$ cat src/sv/tdm_pkg.sv
// ----------------------------------------------------------------------------
// tdm_pkg
// Shared types, constants and the exponential curve table of the tank drive
// mixer.
// ----------------------------------------------------------------------------
package tdm_pkg;

    // pulse width that maps to full forward; 1060 us maps to full reverse,
    // so the slope is 510/816 = 5/8 per microsecond
    localparam int PULSE_AT_FULL = 1876;
    localparam int STICK_MAX     = 255;
    localparam int CURVE_LAST    = 224;

    localparam logic [7:0] SPEED_DZ_RESET = 8'd25;
    localparam logic [7:0] STEER_DZ_RESET = 8'd25;
    localparam logic [7:0] TRACK_DZ_RESET = 8'd1;

    typedef enum logic [1:0] {
        REG_SPEED_DZ = 2'd0,
        REG_STEER_DZ = 2'd1,
        REG_TRACK_DZ = 2'd2
    } cfg_reg_t;

    typedef logic signed [9:0]  stick_val_t;   // -255..255
    typedef logic signed [10:0] mix_val_t;     // -510..510
    typedef logic signed [8:0]  curve_val_t;   // -255..255

    typedef struct packed {
        stick_val_t speed;
        stick_val_t steer;
        logic [7:0] preload;
    } stick_t;

    typedef struct packed {
        mix_val_t   left;
        mix_val_t   right;
        logic [7:0] preload;
    } mix_t;

    typedef struct packed {
        logic       fwd;
        logic       rev;
        logic [7:0] duty;
    } track_t;

    // floor(2^(1 + a/32)) for a = 0..224
    localparam logic [8:0] CURVE_ROM [CURVE_LAST+1] = '{
        9'd2, 9'd2, 9'd2, 9'd2, 9'd2, 9'd2, 9'd2, 9'd2,
        9'd2, 9'd2, 9'd2, 9'd2, 9'd2, 9'd2, 9'd2, 9'd2,
        9'd2, 9'd2, 9'd2, 9'd3, 9'd3, 9'd3, 9'd3, 9'd3,
        9'd3, 9'd3, 9'd3, 9'd3, 9'd3, 9'd3, 9'd3, 9'd3,
        9'd4, 9'd4, 9'd4, 9'd4, 9'd4, 9'd4, 9'd4, 9'd4,
        9'd4, 9'd4, 9'd4, 9'd5, 9'd5, 9'd5, 9'd5, 9'd5,
        9'd5, 9'd5, 9'd5, 9'd6, 9'd6, 9'd6, 9'd6, 9'd6,
        9'd6, 9'd6, 9'd7, 9'd7, 9'd7, 9'd7, 9'd7, 9'd7,
        9'd8, 9'd8, 9'd8, 9'd8, 9'd8, 9'd8, 9'd9, 9'd9,
        9'd9, 9'd9, 9'd9, 9'd10, 9'd10, 9'd10, 9'd10, 9'd11,
        9'd11, 9'd11, 9'd11, 9'd12, 9'd12, 9'd12, 9'd12, 9'd13,
        9'd13, 9'd13, 9'd14, 9'd14, 9'd14, 9'd14, 9'd15, 9'd15,
        9'd16, 9'd16, 9'd16, 9'd17, 9'd17, 9'd17, 9'd18, 9'd18,
        9'd19, 9'd19, 9'd19, 9'd20, 9'd20, 9'd21, 9'd21, 9'd22,
        9'd22, 9'd23, 9'd23, 9'd24, 9'd24, 9'd25, 9'd25, 9'd26,
        9'd26, 9'd27, 9'd28, 9'd28, 9'd29, 9'd29, 9'd30, 9'd31,
        9'd32, 9'd32, 9'd33, 9'd34, 9'd34, 9'd35, 9'd36, 9'd37,
        9'd38, 9'd38, 9'd39, 9'd40, 9'd41, 9'd42, 9'd43, 9'd44,
        9'd45, 9'd46, 9'd47, 9'd48, 9'd49, 9'd50, 9'd51, 9'd52,
        9'd53, 9'd54, 9'd56, 9'd57, 9'd58, 9'd59, 9'd61, 9'd62,
        9'd64, 9'd65, 9'd66, 9'd68, 9'd69, 9'd71, 9'd72, 9'd74,
        9'd76, 9'd77, 9'd79, 9'd81, 9'd82, 9'd84, 9'd86, 9'd88,
        9'd90, 9'd92, 9'd94, 9'd96, 9'd98, 9'd100, 9'd103, 9'd105,
        9'd107, 9'd109, 9'd112, 9'd114, 9'd117, 9'd119, 9'd122, 9'd125,
        9'd128, 9'd130, 9'd133, 9'd136, 9'd139, 9'd142, 9'd145, 9'd148,
        9'd152, 9'd155, 9'd158, 9'd162, 9'd165, 9'd169, 9'd173, 9'd177,
        9'd181, 9'd184, 9'd189, 9'd193, 9'd197, 9'd201, 9'd206, 9'd210,
        9'd215, 9'd219, 9'd224, 9'd229, 9'd234, 9'd239, 9'd245, 9'd250,
        9'd256
    };

endpackage

$ cat src/sv/tdm_scale.sv
// ----------------------------------------------------------------------------
// tdm_scale
// Two-stage pulse scaler: maps speed, steer and knob pulse widths onto
// +-255 with truncation toward zero and derives the duty preload.
// ----------------------------------------------------------------------------
module tdm_scale #(
    parameter int PULSE_BITS = 12
) (
    input  logic                  clk,
    input  logic                  rst_n,
    input  logic                  in_valid,
    input  logic [PULSE_BITS-1:0] speed_pulse,
    input  logic [PULSE_BITS-1:0] steer_pulse,
    input  logic [PULSE_BITS-1:0] knob_pulse,
    output logic                  out_valid,
    output tdm_pkg::stick_t       stick
);
    import tdm_pkg::*;

    localparam int DW = PULSE_BITS + 1;
    localparam int PW = PULSE_BITS + 4;
    localparam logic signed [DW-1:0] OFFSET = DW'(PULSE_AT_FULL);
    localparam logic signed [PW-1:0] Q_LOW  = PW'(-2 * STICK_MAX);

    // 5 * (pulse - 1876)
    function automatic logic signed [PW-1:0] times5(input logic [PULSE_BITS-1:0] p);
        logic signed [DW-1:0] d;
        d = $signed({1'b0, p}) - OFFSET;
        return (PW'(d) <<< 2) + PW'(d);
    endfunction

    // truncating divide by 8, then clamp so that q + 255 lands in +-255
    function automatic stick_val_t clamp_q(input logic signed [PW-1:0] m);
        logic signed [PW-1:0] q;
        q = (m + (m[PW-1] ? PW'(7) : PW'(0))) >>> 3;
        if (q > 0)
        begin
            q = '0;
        end
        else if (q < Q_LOW)
        begin
            q = Q_LOW;
        end
        return q[9:0];
    endfunction

    logic signed [PW-1:0] speed_m_reg;
    logic signed [PW-1:0] steer_m_reg;
    logic signed [PW-1:0] knob_m_reg;
    logic                 vld1_reg;
    logic                 vld2_reg;
    stick_t               stick_reg;
    stick_t               stick_next;
    stick_val_t           speed_q;
    stick_val_t           steer_q;
    stick_val_t           knob_q;
    logic [9:0]           pre_sum;

    always_ff @(posedge clk)
    begin
        speed_m_reg <= times5(speed_pulse);
        steer_m_reg <= times5(steer_pulse);
        knob_m_reg  <= times5(knob_pulse);
    end

    always_comb
    begin
        speed_q = clamp_q(speed_m_reg);
        steer_q = clamp_q(steer_m_reg);
        knob_q  = clamp_q(knob_m_reg);
        // knob runs inverted: knob + 257 = 2 - q, in 2..512
        pre_sum = $unsigned(10'sd2 - knob_q);
        stick_next.speed   = speed_q + 10'sd255;
        stick_next.steer   = steer_q + 10'sd255;
        stick_next.preload = pre_sum[9:2];
    end

    always_ff @(posedge clk)
    begin
        stick_reg <= stick_next;
    end

    always_ff @(posedge clk or negedge rst_n)
    begin
        if (!rst_n)
        begin
            vld1_reg <= 1'b0;
            vld2_reg <= 1'b0;
        end
        else
        begin
            vld1_reg <= in_valid;
            vld2_reg <= vld1_reg;
        end
    end

    assign out_valid = vld2_reg;
    assign stick     = stick_reg;

endmodule

$ cat src/sv/tdm_mix.sv
// ----------------------------------------------------------------------------
// tdm_mix
// Two-stage stick deadzone and arcade mixer: left = speed + steer,
// right = speed - steer, each limited to the speed on the speed's side.
// ----------------------------------------------------------------------------
module tdm_mix (
    input  logic            clk,
    input  logic            rst_n,
    input  logic            in_valid,
    input  tdm_pkg::stick_t stick,
    input  logic [7:0]      speed_dz,
    input  logic [7:0]      steer_dz,
    output logic            out_valid,
    output tdm_pkg::mix_t   mix
);
    import tdm_pkg::*;

    // deadzone that also pulls the outside band in by its width
    function automatic stick_val_t dead(input stick_val_t s, input logic [7:0] dz);
        stick_val_t d;
        d = $signed({2'b00, dz});
        if (s < d && s > -d)
        begin
            return '0;
        end
        else if (s < d)
        begin
            return s + d;
        end
        return s - d;
    endfunction

    stick_val_t spd_reg;
    stick_val_t str_reg;
    logic [7:0] pre_reg;
    logic       vld_a_reg;
    logic       vld_b_reg;
    mix_t       mix_reg;
    mix_t       mix_next;
    mix_val_t   sp;

    always_ff @(posedge clk)
    begin
        spd_reg <= dead(stick.speed, speed_dz);
        str_reg <= dead(stick.steer, steer_dz);
        pre_reg <= stick.preload;
    end

    always_comb
    begin
        sp            = mix_val_t'(spd_reg);
        mix_next.left  = sp + mix_val_t'(str_reg);
        mix_next.right = sp - mix_val_t'(str_reg);
        if (sp > 0 && mix_next.left > sp)
        begin
            mix_next.left = sp;
        end
        if (sp > 0 && mix_next.right > sp)
        begin
            mix_next.right = sp;
        end
        if (sp < 0 && mix_next.left < sp)
        begin
            mix_next.left = sp;
        end
        if (sp < 0 && mix_next.right < sp)
        begin
            mix_next.right = sp;
        end
        mix_next.preload = pre_reg;
    end

    always_ff @(posedge clk)
    begin
        mix_reg <= mix_next;
    end

    always_ff @(posedge clk or negedge rst_n)
    begin
        if (!rst_n)
        begin
            vld_a_reg <= 1'b0;
            vld_b_reg <= 1'b0;
        end
        else
        begin
            vld_a_reg <= in_valid;
            vld_b_reg <= vld_a_reg;
        end
    end

    assign out_valid = vld_b_reg;
    assign mix       = mix_reg;

endmodule

$ cat src/sv/tdm_track.sv
// ----------------------------------------------------------------------------
// tdm_track
// Three-stage track output: exponential curve, track deadzone and direction,
// duty mapped from 0..255 onto preload..255.
// ----------------------------------------------------------------------------
module tdm_track (
    input  logic              clk,
    input  tdm_pkg::mix_val_t t,
    input  logic [7:0]        preload,
    input  logic [7:0]        track_dz,
    output tdm_pkg::track_t   trk
);
    import tdm_pkg::*;

    // curve stage
    logic [9:0] a;
    logic       big;
    logic [8:0] r;
    logic [9:0] pos_sum;
    logic [9:0] neg_sum;
    curve_val_t cv_next;
    curve_val_t cv_reg;
    logic [7:0] pre_c_reg;

    // deadzone / product stage
    logic signed [9:0] cv10;
    logic signed [9:0] ds;
    logic              off;
    logic              fwd;
    logic              rev;
    logic [7:0]        mag;
    logic [15:0]       prod_reg;
    logic [7:0]        pre_d_reg;
    logic              fwd_reg;
    logic              rev_reg;
    logic              off_reg;

    // divide-by-255 stage
    logic [15:0] div_sum;
    track_t      trk_next;
    track_t      trk_reg;

    always_comb
    begin
        a   = t[10] ? 10'(-t) : 10'(t);
        big = a > 10'(CURVE_LAST);
        r   = big ? 9'd0 : CURVE_ROM[a[7:0]];
        pos_sum = 10'(r) + 10'd2;
        neg_sum = 10'd2 - 10'(r);
        if (t > 0)
        begin
            cv_next = (big || pos_sum > 10'd255) ? 9'sd255 : $signed(pos_sum[8:0]);
        end
        else
        begin
            cv_next = big ? -9'sd255 : $signed(neg_sum[8:0]);
        end
    end

    always_ff @(posedge clk)
    begin
        cv_reg    <= cv_next;
        pre_c_reg <= preload;
    end

    always_comb
    begin
        cv10 = 10'(cv_reg);
        ds   = $signed({2'b00, track_dz});
        off  = cv10 < ds && cv10 > -ds;
        // zero deadzone with zero curve sets neither direction
        fwd  = !off && cv10 > -ds;
        rev  = !off && !fwd && cv10 < ds;
        mag  = cv_reg[8] ? 8'(-cv10) : cv_reg[7:0];
    end

    always_ff @(posedge clk)
    begin
        prod_reg  <= 16'(mag) * 16'(8'd255 - pre_c_reg);
        pre_d_reg <= pre_c_reg;
        fwd_reg   <= fwd;
        rev_reg   <= rev;
        off_reg   <= off;
    end

    always_comb
    begin
        // exact x / 255 for x up to 65025
        div_sum       = prod_reg + 16'(prod_reg[15:8]) + 16'd1;
        trk_next.fwd  = fwd_reg;
        trk_next.rev  = rev_reg;
        trk_next.duty = off_reg ? 8'd0 : div_sum[15:8] + pre_d_reg;
    end

    always_ff @(posedge clk)
    begin
        trk_reg <= trk_next;
    end

    assign trk = trk_reg;

endmodule

$ cat src/sv/tank_drive_mixer.sv
// ----------------------------------------------------------------------------
// tank_drive_mixer
// Arcade stick to tank track mixer with exponential curve and preload duty.
// ----------------------------------------------------------------------------
// Usage:
//   Input word: speed_pulse, steer_pulse, knob_pulse (pulse widths in us),
//   taken on every clock edge with start high; busy is always low, so a new
//   word may be presented every cycle.
//   Result word: left/right forward, reverse and duty, valid for exactly one
//   cycle while done is high. The receiver has no way to hold results off.
//   Pipeline: 2 scale stages, 2 deadzone/mix stages and 3 curve/duty stages
//   lie between the start edge and the done cycle. Throughput: one word per
//   cycle; the pipeline never stalls.
//   Config: cfg_write with cfg_addr 0/1/2 writes speed, steer and track
//   deadzones from cfg_wdata; other addresses are ignored.
//   Write only while no word is in flight.
//   Reset: clears all valid bits (no done for words in flight) and loads
//   deadzones 25, 25 and 1.
// ----------------------------------------------------------------------------
module tank_drive_mixer #(
    parameter int PULSE_BITS = 12
) (
    input  logic                  clk,
    input  logic                  rst_n,
    input  logic                  start,
    output logic                  busy,
    input  logic [PULSE_BITS-1:0] speed_pulse,
    input  logic [PULSE_BITS-1:0] steer_pulse,
    input  logic [PULSE_BITS-1:0] knob_pulse,
    input  logic                  cfg_write,
    input  logic [1:0]            cfg_addr,
    input  logic [7:0]            cfg_wdata,
    output logic                  done,
    output logic                  left_forward,
    output logic                  left_reverse,
    output logic [7:0]            left_duty,
    output logic                  right_forward,
    output logic                  right_reverse,
    output logic [7:0]            right_duty
);
    import tdm_pkg::*;

    logic [7:0] speed_dz_reg;
    logic [7:0] steer_dz_reg;
    logic [7:0] track_dz_reg;

    logic       scale_vld;
    stick_t     stick;
    logic       mix_vld;
    mix_t       mix;
    logic [2:0] trk_vld_reg;
    track_t     left_trk;
    track_t     right_trk;

    always_ff @(posedge clk or negedge rst_n)
    begin
        if (!rst_n)
        begin
            speed_dz_reg <= SPEED_DZ_RESET;
            steer_dz_reg <= STEER_DZ_RESET;
            track_dz_reg <= TRACK_DZ_RESET;
        end
        else if (cfg_write)
        begin
            unique case (cfg_reg_t'(cfg_addr))
                REG_SPEED_DZ: speed_dz_reg <= cfg_wdata;
                REG_STEER_DZ: steer_dz_reg <= cfg_wdata;
                REG_TRACK_DZ: track_dz_reg <= cfg_wdata;
                default:      ;
            endcase
        end
    end

    tdm_scale #(
        .PULSE_BITS (PULSE_BITS)
    ) u_scale (
        .clk         (clk),
        .rst_n       (rst_n),
        .in_valid    (start),
        .speed_pulse (speed_pulse),
        .steer_pulse (steer_pulse),
        .knob_pulse  (knob_pulse),
        .out_valid   (scale_vld),
        .stick       (stick)
    );

    tdm_mix u_mix (
        .clk       (clk),
        .rst_n     (rst_n),
        .in_valid  (scale_vld),
        .stick     (stick),
        .speed_dz  (speed_dz_reg),
        .steer_dz  (steer_dz_reg),
        .out_valid (mix_vld),
        .mix       (mix)
    );

    tdm_track u_left (
        .clk      (clk),
        .t        (mix.left),
        .preload  (mix.preload),
        .track_dz (track_dz_reg),
        .trk      (left_trk)
    );

    tdm_track u_right (
        .clk      (clk),
        .t        (mix.right),
        .preload  (mix.preload),
        .track_dz (track_dz_reg),
        .trk      (right_trk)
    );

    // valid bits for the three track stages
    always_ff @(posedge clk or negedge rst_n)
    begin
        if (!rst_n)
        begin
            trk_vld_reg <= '0;
        end
        else
        begin
            trk_vld_reg <= {trk_vld_reg[1:0], mix_vld};
        end
    end

    assign busy          = 1'b0;
    assign done          = trk_vld_reg[2];
    assign left_forward  = left_trk.fwd;
    assign left_reverse  = left_trk.rev;
    assign left_duty     = left_trk.duty;
    assign right_forward = right_trk.fwd;
    assign right_reverse = right_trk.rev;
    assign right_duty    = right_trk.duty;

    a_latency_fwd: assert property (@(posedge clk) disable iff (!rst_n)
        start |-> ##7 done)
        else $error("accepted word did not finish after 7 cycles");

    a_latency_back: assert property (@(posedge clk) disable iff (!rst_n)
        done |-> $past(start, 7))
        else $error("done without a word accepted 7 cycles earlier");

    a_dir_excl: assert property (@(posedge clk) disable iff (!rst_n)
        done |-> !(left_forward && left_reverse) && !(right_forward && right_reverse))
        else $error("track driven forward and reverse at once");

endmodule

$ cat config.mk
export PLATFORM = sky130hd
export DESIGN_NAME = tank_drive_mixer
export DESIGN_NICKNAME = d
export VERILOG_FILES = /design/src/sv/tdm_pkg.sv /design/src/sv/tdm_scale.sv /design/src/sv/tdm_mix.sv /design/src/sv/tdm_track.sv /design/src/sv/tank_drive_mixer.sv
export SDC_FILE = /design/constraint.sdc
export NUM_CORES = 1
export LEC_CHECK = 0
export BUFFER_PORTS_ARGS = -buffer_cell sky130_fd_sc_hd__buf_4
export CAP_MARGIN = 20
export CORE_ASPECT_RATIO = 2
export CORE_MARGIN = 5
export CORE_UTILIZATION = 35
export DETAILED_ROUTE_END_ITERATION = 8
export PLACE_DENSITY_LB_ADDON = 0.12
export SLEW_MARGIN = 25
export SYNTH_ARGS = -nofsm -noshare
export SYNTH_HDL_FRONTEND = slang
export SYNTH_HIERARCHICAL = 1
export SYNTH_SLANG_ARGS = --single-unit
$ cat constraint.sdc
create_clock -name clk -period 12.4 [get_ports clk]
set_clock_uncertainty 0.1 [all_clocks]
set_input_delay 0.62 -clock clk [delete_from_list [all_inputs] [get_ports clk]]
set_output_delay 0.62 -clock clk [all_outputs]
set_load 0.03 [all_outputs]
==> results_dict.tcl, run 1 <==
set metrics [dict create \
    status "finished, final reports clean" \
    gp_congestion 0.8957 \
    syn_nets 3186 \
    grt_max_degree 32 \
    crit_required_ns 12.79 \
    vias 19640 \
    fin_nets 3251 \
    max_freq_mhz 157.6 \
    drtPass1Iterations 5 \
    tightest_slew_ns 0.9726 \
    max_stage_delay_ns 0.68 \
    syn_area_sq_um 24150 \
    antenna_left 0 \
    die_w_microns 195.7 \
    wl_microns 64540 \
    track_usage_pct 16.90 \
    start_util_pct 35.21 \
    slew_viol_final 0 \
    cp_max_fo 19 \
    start_kind "flip-flop" \
    yosysUniqueCellTypes 133 \
    maxSlewHeadroom_pct 34.69 \
    path_common_cell "ha_1" \
    rsz0062_at_grt "no" \
    yosys.area.top_type "dfxtp_1" \
    grt_pass1_wl_microns 103800 \
    finalSetupViolCount 0 \
    finalCritPeriodShare_pct 51.18 \
    cp_top_family "compound AO/OA/AOI/OAI gates" \
    async_flop_share_pct 11.36 \
    cp_num_buf_inv 1 \
    path_depth 22 \
    top_usage_layer "met2" \
    largest_register_ffs 30 \
    numCtsBuffers 29 \
    synth-seq-area-share_pct 23.31 \
    num_rows 136 \
    setup_tns_ns 0 \
    setup_slack_ns 6.054 \
    avgSynthCellArea_sq_um 8.878 \
    clock-sinks 273 \
    yosys-top-cells-area "dfxtp_1 20%, ha_1 17%, fa_1 7.0%, xnor2_1 5.0%, inv_1 4.6%" \
    hold_viol 0 \
    path_cells "ha_1, o21bai_1, a221oi_1, o41ai_1, o31ai_1, xnor2_1, inv_1, ha_1, nand4_1, nor3_1, o21ai_1, a311oi_4, nor2_1, a21oi_1, ha_1, a21o_1, a21o_1, a21oi_1, nor2b_1, o21ai_0, a311o_1, mux2_2" \
    drive_above_1_share_pct 12.36 \
    die_h_microns 381.5 \
    synth_ff_type "dfxtp_1" \
    critPathSlowestCell "a311oi_4" \
    synth-seq-cells 273 \
    cts_root_buf "clkbuf_16" \
    dieArea_sq_um 74670 \
    synth_edf_count 0 \
    synth_top_area_share_pct 20.06 \
    cts_tree "built" \
    h-tree-depth 1 \
    path_clk_slew_ns 0.07 \
    syn_inst 2720 \
    drtIter0Drc 675 \
    synth_most_common_cell "ha_1" \
    post-cts-setup-buffers 0 \
    post-place-ws_ns 6.050 \
    syn_to_final_growth_pct 10.60 \
    end_kind "flip-flop" \
    viasPerCell 5.298 \
    portBuffers 70 \
    grt_overflow 0 \
    grt_pass1_vias 20850 \
    min_period_ns 6.346 \
    use_met3_pct 1.730 \
    nFillCells 6947 \
    dp_hpwl_microns 53730 \
    clk_latency_ns 0.60 \
    ff2ff_path_depth 22 \
    antenna_found_initial 2 \
    synth_warnings 6 \
    holdCritPathClass "input pin to flip-flop" \
    grtUsageMet1_pct 14.65 \
    rrSetupSlack_ns 6.05 \
    drc 0 \
    cts_buffer_depth 3 \
    use_met2_pct 36.29 \
    crit_type "flip-flop to flip-flop" \
    holdPathStages 1 \
    avgRoutedWirePerCell_microns 17.41 \
    cap_violations 0 \
    worst_ep_arrival_time_ns 6.74 \
    coreArea_sq_um 68580 \
    ios 72 \
    synth_common_cells "331 x ha_1, 298 x inv_1, 242 x dfxtp_1" \
]
[path summary, 6_finish.rpt]
kind                                   from                     to
max reg2reg                u_mix/spd_reg[2]          u_mix/mix[24]
min reg2reg                u_mix/pre_reg[1]           u_mix/mix[1]
min in group asynchronous             rst_n        u_mix/out_valid
max in group asynchronous             rst_n        speed_dz_reg[4]
min                           knob_pulse[1]  u_scale/knob_m_reg[1]
max                        u_mix/spd_reg[2]          u_mix/mix[24]
[cell type report]
cell class,count,area (sq um),area share (%)
tap,897,1122,4.202
clock inverter,23,302.8,1.134
antenna,2,5.005,0.01874
clock buffer,31,733.2,2.745
sequential,273,5629,21.08
timing repair buffer,89,680.7,2.549
inverter,302,1134,4.245
multi-input combinational,2090,17100,64.03
[through the flow]
stage                     hold WS [ns]  cell area (sq um)  util (%)  instances
after floorplan                 0.2096              24150         -       2720
after global placement          0.2118              25600     37.34       3646
after detailed placement        0.2121              25620     37.35       3646
after CTS                     0.007176              26700     38.94       3705
after global routing           0.01513              26700     38.94       3705
final                          0.04969              26710     38.95       3707
[worst reg2reg max path: cells and delay by family, from the launching register on]
family,cells,cell delay (ns)
AO/OA/AOI/OAI,12,3.39
adder cells (fa/ha/maj),3,0.95
AND/OR/NAND/NOR,4,0.59
flip-flops,1,0.47
multiplexers,1,0.42
XOR/XNOR,1,0.22
buffers and inverters,1,0.09
[per-layer routing]
| metal | up-vias | wire (microns) | part of all wire (%) |
|---|---|---|---|
| met5 | - | 0 | 0 |
| met4 | 0 | 3563 | 5.5 |
| met3 | 173 | 1784 | 2.8 |
| met2 | 367 | 38170 | 59 |
| met1 | 9421 | 21020 | 33 |
| li1 | 9680 | - | - |
[what timing repair did]
item | 4_1_cts | 5_1_grt
gates resized for setup | 0 | 0
hold endpoints to repair | 28 | 0
hold buffers | 5 | 0
[cells by family after synthesis]
kind of cell	count (synthesis)	share of synthesized area, %
flops	273	23.31
xor+xnor	213	7.990
buf+inv	357	5.927
fa+ha+maj	416	24.20
other cells	1	0.01553
mux	70	3.316
compound gates	584	17.80
simple gates	806	17.45
[placed cells by master (no fill, tap or decap), types with 9 or more instances in the layout]
cell and instances:
nand2_1 132, o21bai_1 23, xor2_1 69, nor4_1 15, nor2_1 228, nand2b_1 36
nor3_1 62, o21a_1 51, or2_2 68, mux2i_1 11, mux2_2 56, o211ai_1 13
a21oi_1 128, fa_1 85, o21ai_0 101, a31oi_1 15, and3_1 12, a21o_1 32
ha_1 331, dfrtp_1 24, nand3_1 62, o31ai_1 20, buf_4 84, o221ai_1 12
or3_1 21, a311oi_1 9, inv_1 298, clkbuf_16 29, dfxtp_1 242, o22ai_1 11
nor2b_1 44, a211oi_1 12, xnor2_1 137, and2_1 18, nand4_1 41
Power of run 1 is not shown: default switching activity piles up to over one toggle a cycle in this logic, so the estimate is an artifact.
==> inputs of run 2 (changes only) <==
Clock period 12.4 ns to 6.2 ns, I/O delays scaled along.
==> run 2 against run 1 <==
Effect of this change:
- cell count increased by 1.3%
- cell area increased by 1.9%
- worst hold slack better by 0.041 ns
- sequential share of layout area is 0.39 points lower
- core utilization increased by 0.74 points
- setup slack worse by 5.6 ns
- via count rose by 1.4%
- sequential cell count did not move
- register-to-register slack lost 5.6 ns
- critical endpoint is now u_right/prod_reg[15]
- highest routed layer unchanged
==> results_dict.tcl, run 2 (synthesis gave the netlist of run 1 again) <==
set metrics [dict create \
    portBuffers 70 \
    cts_buffer_depth 3 \
    ios 72 \
    rsz0062_at_grt "no" \
    maxSlewHeadroom_pct 35.66 \
    drive_above_1_share_pct 13.46 \
    grt_max_degree 32 \
    dieArea_sq_um 74670 \
    slew_viol_final 0 \
    coreArea_sq_um 68580 \
    start_util_pct 35.21 \
    drc 0 \
    num_rows 136 \
    grt_pass1_vias 20870 \
    die_w_microns 195.7 \
    largest_register_ffs 30 \
    final_common_cell "ha_1" \
    cts_root_buf "clkbuf_16" \
    dp_hpwl_microns 55460 \
    cts_tree "built" \
    syn_to_final_growth_pct 12.69 \
    rrSetupSlack_ns 0.43 \
    min_period_ns 5.770 \
    antenna_left 0 \
    hold_viol 0 \
    clock-sinks 273 \
    fin_nets 3302 \
    status "finished, final reports clean" \
    die_h_microns 381.5 \
    end_kind "flip-flop" \
    gp_congestion 0.8813 \
    viasPerCell 5.300 \
    tightest_slew_ns 0.9638 \
    drtIter0Drc 552 \
    nFillCells 6927 \
    mostFrequentLayoutCells "331 x ha_1, 297 x inv_1, 242 x dfxtp_1, 228 x nor2_1, 137 x xnor2_1" \
    crit_type "flip-flop to flip-flop" \
    track_usage_pct 17.38 \
    numCtsBuffers 31 \
    worst_ep_arrival_time_ns 6.17 \
    start_kind "flip-flop" \
    dpl_cell_area_sq_um 25810 \
    finalSetupViolCount 0 \
    setup_tns_ns 0 \
    grt_pass1_wl_microns 106100 \
    crit_required_ns 6.60 \
    vias 19910 \
    drtPass1Iterations 7 \
    h-tree-depth 1 \
    cp_max_fo 8 \
    clk_latency_ns 0.61 \
    holdCritPathClass "input pin to async pin" \
    fin_area_sq_um 27210 \
    grt_overflow 0 \
    cap_violations 0 \
    avgRoutedWirePerCell_microns 17.79 \
    wl_microns 66840 \
    antenna_cells 0 \
    max_freq_mhz 173.3 \
    antenna_found_initial 0 \
    finalCritPeriodShare_pct 93.07 \
    path_clk_slew_ns 0.06 \
]
[run 2: cell types whose count changed in the layout (fill, tap and decap cells not counted), moves of 2 or more]
cell | before | now
buf_4 | 84 | 113
clkinvlp_4 | 2 | 6
clkbuf_16 | 29 | 32
diode_2 | 2 | 0
xor2_1 | 69 | 67
inv_8 | 3 | 1
inv_6 | 4 | 1
dlygate4sd3_1 | 5 | 25
xor2_2 | 4 | 6
clkinv_4 | 2 | 5
[run 2: timing repair]
item,CTS,global route
hold buffers,25,0
buffers inserted,0,3
resized for setup,0,6
hold endpoints to repair,73,0
endpoints found under the setup margin,0,11
[run 2: layout make-up]
cell class	instances	area, sq um	area share [%]
Clock inverter	22	276.5	1.016
Inverter	302	1137	4.179
Tap cell	897	1122	4.124
Clock buffer	35	822.0	3.021
Sequential cell	273	5629	20.69
Multi-Input combinational cell	2090	17130	62.94
Timing Repair Buffer	138	1099	4.037
[run 2: worst paths after layout]
kind | cells after the start | start | to
min in group clk | 4 | speed_pulse[10] | u_scale/speed_m_reg[12]
max in group asynchronous | 2 | rst_n | track_dz_reg[0]
max reg2reg | 24 | u_right/cv_reg[0] | u_right/prod_reg[15]
max | 24 | u_right/cv_reg[0] | u_right/prod_reg[15]
min | 2 | rst_n | u_scale/vld1_reg
min reg2reg | 0 | u_scale/stick[3] | u_mix/pre_reg[3]
[run 2: per-stage QoR]
stage	setup slack [ns]	std cells	util, %	hold WS, ns
finish	0.4297	3757	39.68	0.09042
CTS	0.2317	3754	39.60	0.06726
global placement	0.2957	3672	37.62	0.1943
floorplan	0.8301	2720	-	-0.08559
global route	0.006315	3757	39.68	0.09228
detailed placement	0.2585	3672	37.64	0.1980
[run 2: per-layer routing]
| layer | part of all wire (%) | global-route usage (%) | vias to the layer above |
|---|---|---|---|
| li1 | - | - | 9769 |
| met1 | 32 | 15.20 | 9560 |
| met2 | 59 | 37.12 | 379 |
| met3 | 2.3 | 1.306 | 204 |
| met4 | 6.4 | 9.731 | 0 |
| met5 | 0 | 0 | - |
[run 2: worst max-delay path, cell delays in order, from the launching register on]
cell,delay (ns)
dfxtp_1,0.43
inv_2,0.14
ha_1,0.24
nand2_1,0.09
nand2_1,0.07
xor2_1,0.48
or2_2,0.22
fa_1,0.41
inv_1,0.08
fa_1,0.42
ha_1,0.29
inv_1,0.05
fa_1,0.58
inv_1,0.06
ha_1,0.28
a21o_1,0.16
a21oi_1,0.23
o21ai_0,0.13
a21oi_1,0.23
o21ai_0,0.13
a21oi_1,0.24
o21ai_0,0.16
nor4_1,0.21
nor3_1,0.11
xnor2_1,0.13
Power of run 2 is left out for the same reason.
